==> src/hw/rtl/mcpm_pkg.sv <==
// Shared types and constants for the mecanum chassis PID mixer.
package mcpm_pkg;

    localparam int unsigned ErrW   = 18;
    localparam int unsigned IntW   = 32;
    localparam int unsigned GainW  = 16;
    localparam int unsigned LimW   = 15;
    localparam int unsigned RegIdxW = 3;

    typedef enum logic [RegIdxW-1:0] {
        REG_SPEED_KP = 3'd0,
        REG_SPEED_KI = 3'd1,
        REG_SPEED_KD = 3'd2,
        REG_HOLD_KP  = 3'd3,
        REG_HOLD_KI  = 3'd4,
        REG_HOLD_KD  = 3'd5,
        REG_OFFSET   = 3'd6,
        REG_LIMIT    = 3'd7
    } t_reg_idx;

    // Scale of the stick range onto the wheel range.
    localparam int ScaleNum  = 16342;
    localparam int ScaleOff  = 660;
    localparam int ScaleBias = 8171;
    // ceil(2^42 / 1320); the quotient is (x * RecipDiv) >> RecipShift,
    // exact for every 32-bit unsigned x
    localparam logic [31:0] RecipDiv = 32'd3331853418;
    localparam int RecipShift = 42;

endpackage

==> src/hw/rtl/mcpm_pid.sv <==
// One regulator step on a shared multiplier, run over several cycles.
module mcpm_pid #(
    parameter int DEADBAND = 10
) (
    input  logic                            i_clk,
    input  logic                            i_rst_n,
    input  logic                            i_start,
    input  logic signed [31:0]              i_target,
    input  logic signed [15:0]              i_meas,
    input  logic signed [mcpm_pkg::IntW-1:0] i_integ,
    input  logic signed [mcpm_pkg::ErrW-1:0] i_prev,
    input  logic signed [mcpm_pkg::GainW-1:0] i_kp,
    input  logic signed [mcpm_pkg::GainW-1:0] i_ki,
    input  logic signed [mcpm_pkg::GainW-1:0] i_kd,
    input  logic        [mcpm_pkg::LimW-1:0]  i_limit,
    output logic                            o_done,
    output logic signed [mcpm_pkg::ErrW-1:0] o_err,
    output logic signed [mcpm_pkg::IntW-1:0] o_integ,
    output logic signed [15:0]              o_out
);
    typedef enum logic [2:0] {S_IDLE, S_ERR, S_P, S_I, S_D, S_OUT} t_state;

    t_state r_state;
    logic signed [mcpm_pkg::ErrW-1:0] r_err;
    logic signed [mcpm_pkg::IntW-1:0] r_integ;
    logic signed [51:0] r_acc;
    logic signed [15:0] r_out;
    logic r_done;

    logic signed [32:0] meas_x, diff, integ_sum;
    logic signed [mcpm_pkg::ErrW-1:0] err_sat;
    logic signed [mcpm_pkg::IntW-1:0] integ_sat;
    logic signed [32:0] mul_a;
    logic signed [mcpm_pkg::GainW-1:0] mul_b;
    logic signed [48:0] prod;
    logic signed [51:0] acc_abs, q_abs;
    logic signed [51:0] q;
    logic signed [51:0] lim_x;

    always_comb begin
        meas_x = 33'(i_meas);
        if (i_meas > -16'(DEADBAND) && i_meas < 16'(DEADBAND)) meas_x = '0;
        diff = 33'(i_target) - meas_x;
        if (diff > 33'sd131071) err_sat = 18'sd131071;
        else if (diff < -33'sd131072) err_sat = -18'sd131072;
        else err_sat = diff[mcpm_pkg::ErrW-1:0];
        integ_sum = 33'(i_integ) + 33'(r_err);
        if (integ_sum > 33'sh0_7FFF_FFFF) integ_sat = 32'sh7FFF_FFFF;
        else if (integ_sum < -33'sh0_8000_0000) integ_sat = 32'sh8000_0000;
        else integ_sat = integ_sum[31:0];
        case (r_state)
            S_P: begin mul_a = 33'(r_err); mul_b = i_kp; end
            S_I: begin mul_a = 33'(r_integ); mul_b = i_ki; end
            default: begin mul_a = 33'(r_err) - 33'(i_prev); mul_b = i_kd; end
        endcase
        prod = 49'(mul_a) * 49'(mul_b);
        acc_abs = r_acc[51] ? -r_acc : r_acc;
        q_abs = acc_abs >>> 8;
        q = r_acc[51] ? -q_abs : q_abs;
        lim_x = 52'(signed'({1'b0, i_limit}));
    end

    always_ff @(posedge i_clk) begin
        if (!i_rst_n) begin
            r_state <= S_IDLE;
            r_done  <= 1'b0;
        end else begin
            r_done <= 1'b0;
            case (r_state)
                S_IDLE: if (i_start) begin
                    r_err   <= err_sat;
                    r_state <= S_ERR;
                end
                S_ERR: begin
                    r_integ <= integ_sat;
                    r_acc   <= '0;
                    r_state <= S_P;
                end
                S_P: begin r_acc <= r_acc + 52'(prod); r_state <= S_I; end
                S_I: begin r_acc <= r_acc + 52'(prod); r_state <= S_D; end
                S_D: begin r_acc <= r_acc + 52'(prod); r_state <= S_OUT; end
                S_OUT: begin
                    if (q > lim_x) r_out <= lim_x[15:0];
                    else if (q < -lim_x) r_out <= 16'(-lim_x);
                    else r_out <= q[15:0];
                    r_done  <= 1'b1;
                    r_state <= S_IDLE;
                end
                default: r_state <= S_IDLE;
            endcase
        end
    end

    assign o_done  = r_done;
    assign o_err   = r_err;
    assign o_integ = r_integ;
    assign o_out   = r_out;
endmodule

==> src/hw/rtl/mecanum_chassis_pid_mixer.sv <==
// Top level: heading hold, mecanum mix, target scaling and wheel speed loops.
//
// Channel  Dir  Signals                                      Payload
// input    in   s_axis_tvalid/tready/tdata/tuser             sticks, angle, speeds, hold
// output   out  m_axis_tvalid/tready/tdata                   wheel commands a..d
// config   in   i_cfg_we, i_cfg_idx, i_cfg_wdata             eight registers
//
// A beat runs the heading regulator when hold is on, then per wheel one scale
// multiply, one reciprocal multiply and a regulator run on the shared PID unit
// (skipped when BYPASS_SPEED_LOOP is set), then posts the result. The next
// beat is accepted only after the posted result has been read.
// Reset is synchronous, clears all regulator state and restores config defaults.
// The input is not ready while a beat is in work or its result is unread;
// the result register holds through output stalls.
module mecanum_chassis_pid_mixer #(
    parameter int DEADBAND = 10,
    parameter bit BYPASS_SPEED_LOOP = 1'b0
) (
    input  logic        i_clk,
    input  logic        i_rst_n,
    input  logic        s_axis_tvalid,
    output logic        s_axis_tready,
    // drive[10:0], strafe[21:11], spin[32:22], angle[48:33], speed a..d [112:49]
    input  logic [119:0] s_axis_tdata,
    // hold_enable
    input  logic        s_axis_tuser,
    output logic        m_axis_tvalid,
    input  logic        m_axis_tready,
    // wheel_out_a[15:0], b[31:16], c[47:32], d[63:48]
    output logic [63:0] m_axis_tdata,
    input  logic        i_cfg_we,
    input  logic [2:0]  i_cfg_idx,
    input  logic [15:0] i_cfg_wdata
);
    typedef enum logic [2:0] {
        S_IDLE, S_HOLD, S_HWAIT, S_MUL, S_DIV, S_WPID, S_WWAIT, S_OUT
    } t_state;

    t_state r_state;
    logic signed [15:0] r_skp, r_ski, r_skd, r_hkp, r_hki, r_hkd, r_off;
    logic [14:0] r_lim;
    logic signed [31:0] r_integ [5];
    logic signed [17:0] r_prev [5];
    logic [119:0] r_in;
    logic signed [15:0] r_fb;
    logic [1:0] r_wheel;
    logic signed [31:0] r_prod;
    logic signed [31:0] r_tgt;
    logic [63:0] r_out;
    logic r_valid;

    logic signed [12:0] drv, stf, spn;
    logic signed [17:0] mix;
    logic [2:0] slot;
    logic pid_start, pid_done;
    logic signed [31:0] pid_tgt;
    logic signed [15:0] pid_meas, pid_kp, pid_ki, pid_kd, pid_out;
    logic signed [17:0] pid_err;
    logic signed [31:0] pid_integ;
    logic [31:0] absp;
    logic [63:0] qfull;
    logic [31:0] qdiv;
    logic signed [31:0] tgt_n, lim32;
    logic signed [15:0] byp;

    assign drv = 13'(signed'(r_in[10:0]));
    assign stf = 13'(signed'(r_in[21:11]));
    assign spn = 13'(signed'(r_in[32:22]));

    always_comb begin
        case (r_wheel)
            2'd0: mix = -18'(drv) + 18'(stf) + 18'(spn) + 18'(r_fb);
            2'd1: mix =  18'(drv) + 18'(stf) + 18'(spn) + 18'(r_fb);
            2'd2: mix =  18'(drv) - 18'(stf) + 18'(spn) + 18'(r_fb);
            default: mix = -18'(drv) - 18'(stf) + 18'(spn) + 18'(r_fb);
        endcase
        // Truncating divide by 1320 through a reciprocal on the magnitude.
        absp  = r_prod[31] ? 32'(-r_prod) : 32'(r_prod);
        qfull = 64'(absp) * 64'(mcpm_pkg::RecipDiv);
        qdiv  = 32'(qfull >> mcpm_pkg::RecipShift);
        tgt_n = (r_prod[31] ? -32'(qdiv) : 32'(qdiv)) - 32'(mcpm_pkg::ScaleBias);
        lim32 = 32'({1'b0, r_lim});
        if (r_tgt > lim32) byp = lim32[15:0];
        else if (r_tgt < -lim32) byp = 16'(-lim32);
        else byp = r_tgt[15:0];
        slot = (r_state == S_HOLD || r_state == S_HWAIT) ? 3'd0 : 3'(r_wheel) + 3'd1;
        pid_start = (r_state == S_HOLD) || (r_state == S_WPID);
        pid_tgt  = (slot == 3'd0) ? 32'(r_off) : r_tgt;
        pid_meas = (slot == 3'd0) ? r_in[48:33] : r_in[49 + 16*r_wheel +: 16];
        pid_kp = (slot == 3'd0) ? r_hkp : r_skp;
        pid_ki = (slot == 3'd0) ? r_hki : r_ski;
        pid_kd = (slot == 3'd0) ? r_hkd : r_skd;
    end

    mcpm_pid #(.DEADBAND(DEADBAND)) u_pid (
        .i_clk(i_clk), .i_rst_n(i_rst_n), .i_start(pid_start),
        .i_target(pid_tgt), .i_meas(pid_meas),
        .i_integ(r_integ[slot]), .i_prev(r_prev[slot]),
        .i_kp(pid_kp), .i_ki(pid_ki), .i_kd(pid_kd), .i_limit(r_lim),
        .o_done(pid_done), .o_err(pid_err), .o_integ(pid_integ), .o_out(pid_out)
    );

    always_ff @(posedge i_clk) begin
        if (!i_rst_n) begin
            r_state <= S_IDLE;
            r_valid <= 1'b0;
            r_skp <= 16'sd256; r_ski <= '0; r_skd <= '0;
            r_hkp <= 16'sd256; r_hki <= '0; r_hkd <= '0;
            r_off <= '0; r_lim <= 15'd5000;
            for (int i = 0; i < 5; i++) begin
                r_integ[i] <= '0;
                r_prev[i]  <= '0;
            end
        end else begin
            if (i_cfg_we) begin
                case (mcpm_pkg::t_reg_idx'(i_cfg_idx))
                    mcpm_pkg::REG_SPEED_KP: r_skp <= i_cfg_wdata;
                    mcpm_pkg::REG_SPEED_KI: r_ski <= i_cfg_wdata;
                    mcpm_pkg::REG_SPEED_KD: r_skd <= i_cfg_wdata;
                    mcpm_pkg::REG_HOLD_KP:  r_hkp <= i_cfg_wdata;
                    mcpm_pkg::REG_HOLD_KI:  r_hki <= i_cfg_wdata;
                    mcpm_pkg::REG_HOLD_KD:  r_hkd <= i_cfg_wdata;
                    mcpm_pkg::REG_OFFSET:   r_off <= i_cfg_wdata;
                    mcpm_pkg::REG_LIMIT:    r_lim <= i_cfg_wdata[14:0];
                    default: ;
                endcase
            end
            if (r_valid && m_axis_tready) r_valid <= 1'b0;
            case (r_state)
                S_IDLE: if (s_axis_tvalid && s_axis_tready) begin
                    r_in    <= s_axis_tdata;
                    r_fb    <= '0;
                    r_wheel <= '0;
                    r_state <= s_axis_tuser ? S_HOLD : S_MUL;
                end
                S_HOLD:  r_state <= S_HWAIT;
                S_HWAIT: if (pid_done) begin
                    r_fb <= pid_out;
                    r_integ[0] <= pid_integ;
                    r_prev[0]  <= pid_err;
                    r_state <= S_MUL;
                end
                S_MUL: begin
                    // (mix + 660) * 16342; fits well within 32 bits
                    r_prod  <= 32'(18'(mix) + 18'(mcpm_pkg::ScaleOff)) * 32'(mcpm_pkg::ScaleNum);
                    r_state <= S_DIV;
                end
                S_DIV: begin
                    r_tgt   <= tgt_n;
                    r_state <= BYPASS_SPEED_LOOP ? S_WWAIT : S_WPID;
                end
                S_WPID: r_state <= S_WWAIT;
                S_WWAIT: if (BYPASS_SPEED_LOOP || pid_done) begin
                    if (BYPASS_SPEED_LOOP) r_out[16*r_wheel +: 16] <= byp;
                    else begin
                        r_out[16*r_wheel +: 16] <= pid_out;
                        r_integ[slot] <= pid_integ;
                        r_prev[slot]  <= pid_err;
                    end
                    r_wheel <= r_wheel + 2'd1;
                    r_state <= (r_wheel == 2'd3) ? S_OUT : S_MUL;
                end
                S_OUT: if (!r_valid) begin
                    r_valid <= 1'b1;
                    r_state <= S_IDLE;
                end
                default: r_state <= S_IDLE;
            endcase
        end
    end

    assign s_axis_tready = (r_state == S_IDLE) && !r_valid;
    assign m_axis_tvalid = r_valid;
    assign m_axis_tdata  = r_out;
endmodule
==> config.mk <==
export PLATFORM = sky130hd
export DESIGN_NAME = mecanum_chassis_pid_mixer
export DESIGN_NICKNAME = d
export VERILOG_FILES = /design/src/hw/rtl/mcpm_pkg.sv /design/src/hw/rtl/mcpm_pid.sv /design/src/hw/rtl/mecanum_chassis_pid_mixer.sv
export SDC_FILE = /design/constraint.sdc
export NUM_CORES = 2
export LEC_CHECK = 0
export ABC_CLOCK_PERIOD_IN_PS = 16500
export BUFFER_PORTS_ARGS = -buffer_cell sky130_fd_sc_hd__buf_2
export CORE_MARGIN = 4
export CORE_UTILIZATION = 50
export DETAILED_ROUTE_END_ITERATION = 8
export PLACE_DENSITY = 0.67
export SLEW_MARGIN = 20
export SYNTH_ARGS = -nofsm -noshare
export SYNTH_HDL_FRONTEND = slang
export SYNTH_SLANG_ARGS = --single-unit
==> constraint.sdc <==
create_clock -name i_clk -period 16.5 [get_ports i_clk]
set_input_delay 1.65 -clock i_clk [delete_from_list [all_inputs] [get_ports i_clk]]
set_output_delay 1.65 -clock i_clk [all_outputs]
set_load 0.03 [all_outputs]
==> impl_metrics.env <==
export IMPL_clk_latency_ns=0.79
export IMPL_cts_tree="yes"
export IMPL_synthSimpleGateAreaFrac=0.141
export IMPL_drc=0
export IMPL_critPathCaptureType="flop"
export IMPL_wl_met1_um=106000
export IMPL_grt_pass1_vias=70900
export IMPL_cts_root_buf="clkbuf_16"
export IMPL_setup_ws_ns=2.24
export IMPL_required_ns=17.08
export IMPL_top_layer="met4"
export IMPL_critPathMaxStageDelay_ns=0.95
export IMPL_syn_instance_count=9320
export IMPL_synth_top_area_frac=0.253
export IMPL_seq_area_frac_synth=0.282
export IMPL_yosysTopAreaCell="edfxtp_1"
export IMPL_synth_area_mm2=0.0923
export IMPL_multiInputGateArea_mm2=0.0595
export IMPL_maxSlewViolCount=0
export IMPL_async_flop_share=0
export IMPL_hold_class="reg -> reg"
export IMPL_fmax_ghz=0.0701
export IMPL_fin_crit_ns=14.26
export IMPL_tns_ns=0
export IMPL_cts_resized_gates=0
export IMPL_layout_drive_gt1_share=0.0670
export IMPL_drt_first_iter_violations=5783
export IMPL_die_area_mm2=0.192
export IMPL_postCtsSetupBuffers=0
export IMPL_clk_pin_slew_ns=0.07
export IMPL_seqCellArea_mm2=0.0260
export IMPL_dieWidth_um=438
export IMPL_synthesis_nets=11400
export IMPL_synth_compound_area_frac=0.100
export IMPL_finalSetupViolCount=0
export IMPL_synth_xor_area_share=0.0361
export IMPL_grt_ovfl_total=0
export IMPL_stdcell_count=11900
export IMPL_gp_congestion=0.981
export IMPL_startpoint_type="flop"
export IMPL_cts_sinks=911
export IMPL_portBuffers=203
export IMPL_worstPathArrival_ns=14.84
export IMPL_muxShareOfSynthArea=0.0159
export IMPL_io_pins=211
export IMPL_drtAntennaViolNets=0
export IMPL_post_drt_wl_per_cell_um=22.2
export IMPL_grtUsageTotal=0.278
export IMPL_hold_viol=0
export IMPL_netlist_top_cells_count="inv_1 (1510), nand2_1 (1108), fa_1 (1094)"
export IMPL_yosys_warnings=0
export IMPL_wl_um=265000
export IMPL_maxCapViolCount=0
export IMPL_cp_top_family="compound AO/OA/AOI/OAI gates"
export IMPL_pre_cts_ws_ns=2.52
export IMPL_worstMarginPinSlew_ns=1.17
export IMPL_worstSetupPathType="reg -> reg"
export IMPL_status="completed"
export IMPL_postCtsHoldBufs=0
export IMPL_die_y_um=438
export IMPL_cts_buffer_depth=3
export IMPL_area_growth_pct=7.94
export IMPL_relSlewSlack=0.212
export IMPL_place_hpwl_um=203000
export IMPL_yosysUniqueCellTypes=104
export IMPL_fillCellCount=16000
export IMPL_grt_setup_unrepaired="no"
export IMPL_cts_made_buffers=98
export IMPL_grt_max_degree=97
export IMPL_start_util=0.504
export IMPL_synth_edf_count=776
export IMPL_wl_met2_um=125000
export IMPL_antenna_found_initial=19
export IMPL_firstDrtPassIters=8
export IMPL_cp_num_buf_inv=6
export IMPL_synthAdderAreaFrac=0.348
export IMPL_crit_slowest_cell="nand2b_4"
export IMPL_finalNetCount=11400
export IMPL_placementRows=157
export IMPL_vias_per_cell=5.77
export IMPL_crit_fanout=77
export IMPL_cts_htree_levels=3
export IMPL_via_count=69000
export IMPL_wl_met3_um=19300
export IMPL_yosysMostFrequentCell="inv_1"
export IMPL_crit_path_frequent_cell="o21ai_0"
export IMPL_placed_cells=11700
export IMPL_synth_top_family_by_area="adder cells"
export IMPL_ys_seq_elements=911
export IMPL_synth_top_flop_cell="edfxtp_1"
export IMPL_ys_top_cells_by_area="edfxtp_1 (25%), fa_1 (24%), ha_1 (11%)"
export IMPL_coreArea_mm2=0.183
export IMPL_skew_ns=0.0803
export IMPL_fin_crit_sh=0.864
export IMPL_postSynthAreaPerCell_um2=9.90
export IMPL_grt_pass1_wl_um=414000
## worst min-delay path, stage by stage, from the launching register on
cell and delay [ns]:
dfxtp_1 0.31, nand2_1 0.05, a21oi_1 0.05
## metal layers
layer  vias to the layer above  track usage
met2                      2657        0.458
met3                       580       0.0405
met1                     34500        0.363
met5                         -            0
met4                         0        0.132
li1                      31200            -
## cell usage in the layout, fill, tap and decap left out, types with 65 or more instances in the layout
master,instances
a21o_1,110
a21oi_1,382
a221oi_1,88
and2_1,362
buf_2,203
buf_4,109
clkbuf_16,101
dfxtp_1,134
edfxtp_1,776
fa_1,1094
ha_1,814
inv_1,1508
mux2i_1,66
nand2_1,1108
nand2b_1,65
nand3_1,233
nor2_1,446
nor3_1,106
o21a_1,80
o21ai_0,214
xnor2_1,239
xor2_1,141
## final cells by class
cell class | instances | area share
clock buffer | 120 | 0.0269
clock inverter | 61 | 0.00703
inverter | 1513 | 0.0570
tap | 2464 | 0.0309
multi-input combinational | 6542 | 0.598
antenna | 17 | 0.000427
sequential | 911 | 0.261
timing repair buffer | 314 | 0.0189
## final timing paths
kind,start,to,slack [ns],depth (start not counted)
max,r_state[0]$_SDFFE_PN0P_,u_pid.r_acc[50]$_SDFFCE_PN0P_,2.24,48
min,r_hki[11]$_SDFFE_PN0P_,r_hki[11]$_SDFFE_PN0P_,0.45,2
max reg2reg,r_state[0]$_SDFFE_PN0P_,u_pid.r_acc[50]$_SDFFCE_PN0P_,2.24,48
min reg2reg,r_hki[11]$_SDFFE_PN0P_,r_hki[11]$_SDFFE_PN0P_,0.45,2
## kinds of logic after synthesis
logic type      after synthesis
compound gates             1397
xor+xnor                    380
fa+ha+maj                  1911
buf+inv                    1867
flops                       911
mux                         107
simple gates               2747
## per-stage QoR
step / area (um^2) / hold slack [ns] / utilization
finish: 99600 / 0.452 / 0.544
global route: 99600 / 0.471 / 0.543
CTS: 99500 / 0.453 / 0.543
detailed placement: 96100 / 0.445 / 0.525
global placement: 96100 / 0.438 / 0.525
floorplan: 92300 / 0.432 / -
## sequential cells by signal, indices dropped and copies added (netlist names), 15 cells and up
signal and flops:
r_prod 31, r_ski 16, r_hkp 16, r_prev 144
u_pid.o_out 16, r_integ 256, r_off 16, u_pid.o_err 18
r_lim 15, m_axis_tdata 64, r_skp 16, u_pid.o_integ 32
r_hki 16, r_tgt 32, r_skd 16, u_pid.r_acc 52
r_in 113, r_hkd 16, r_fb 16
Power is not shown: default switching activity piles up to over one toggle a cycle in this logic, so the estimate is an artifact.
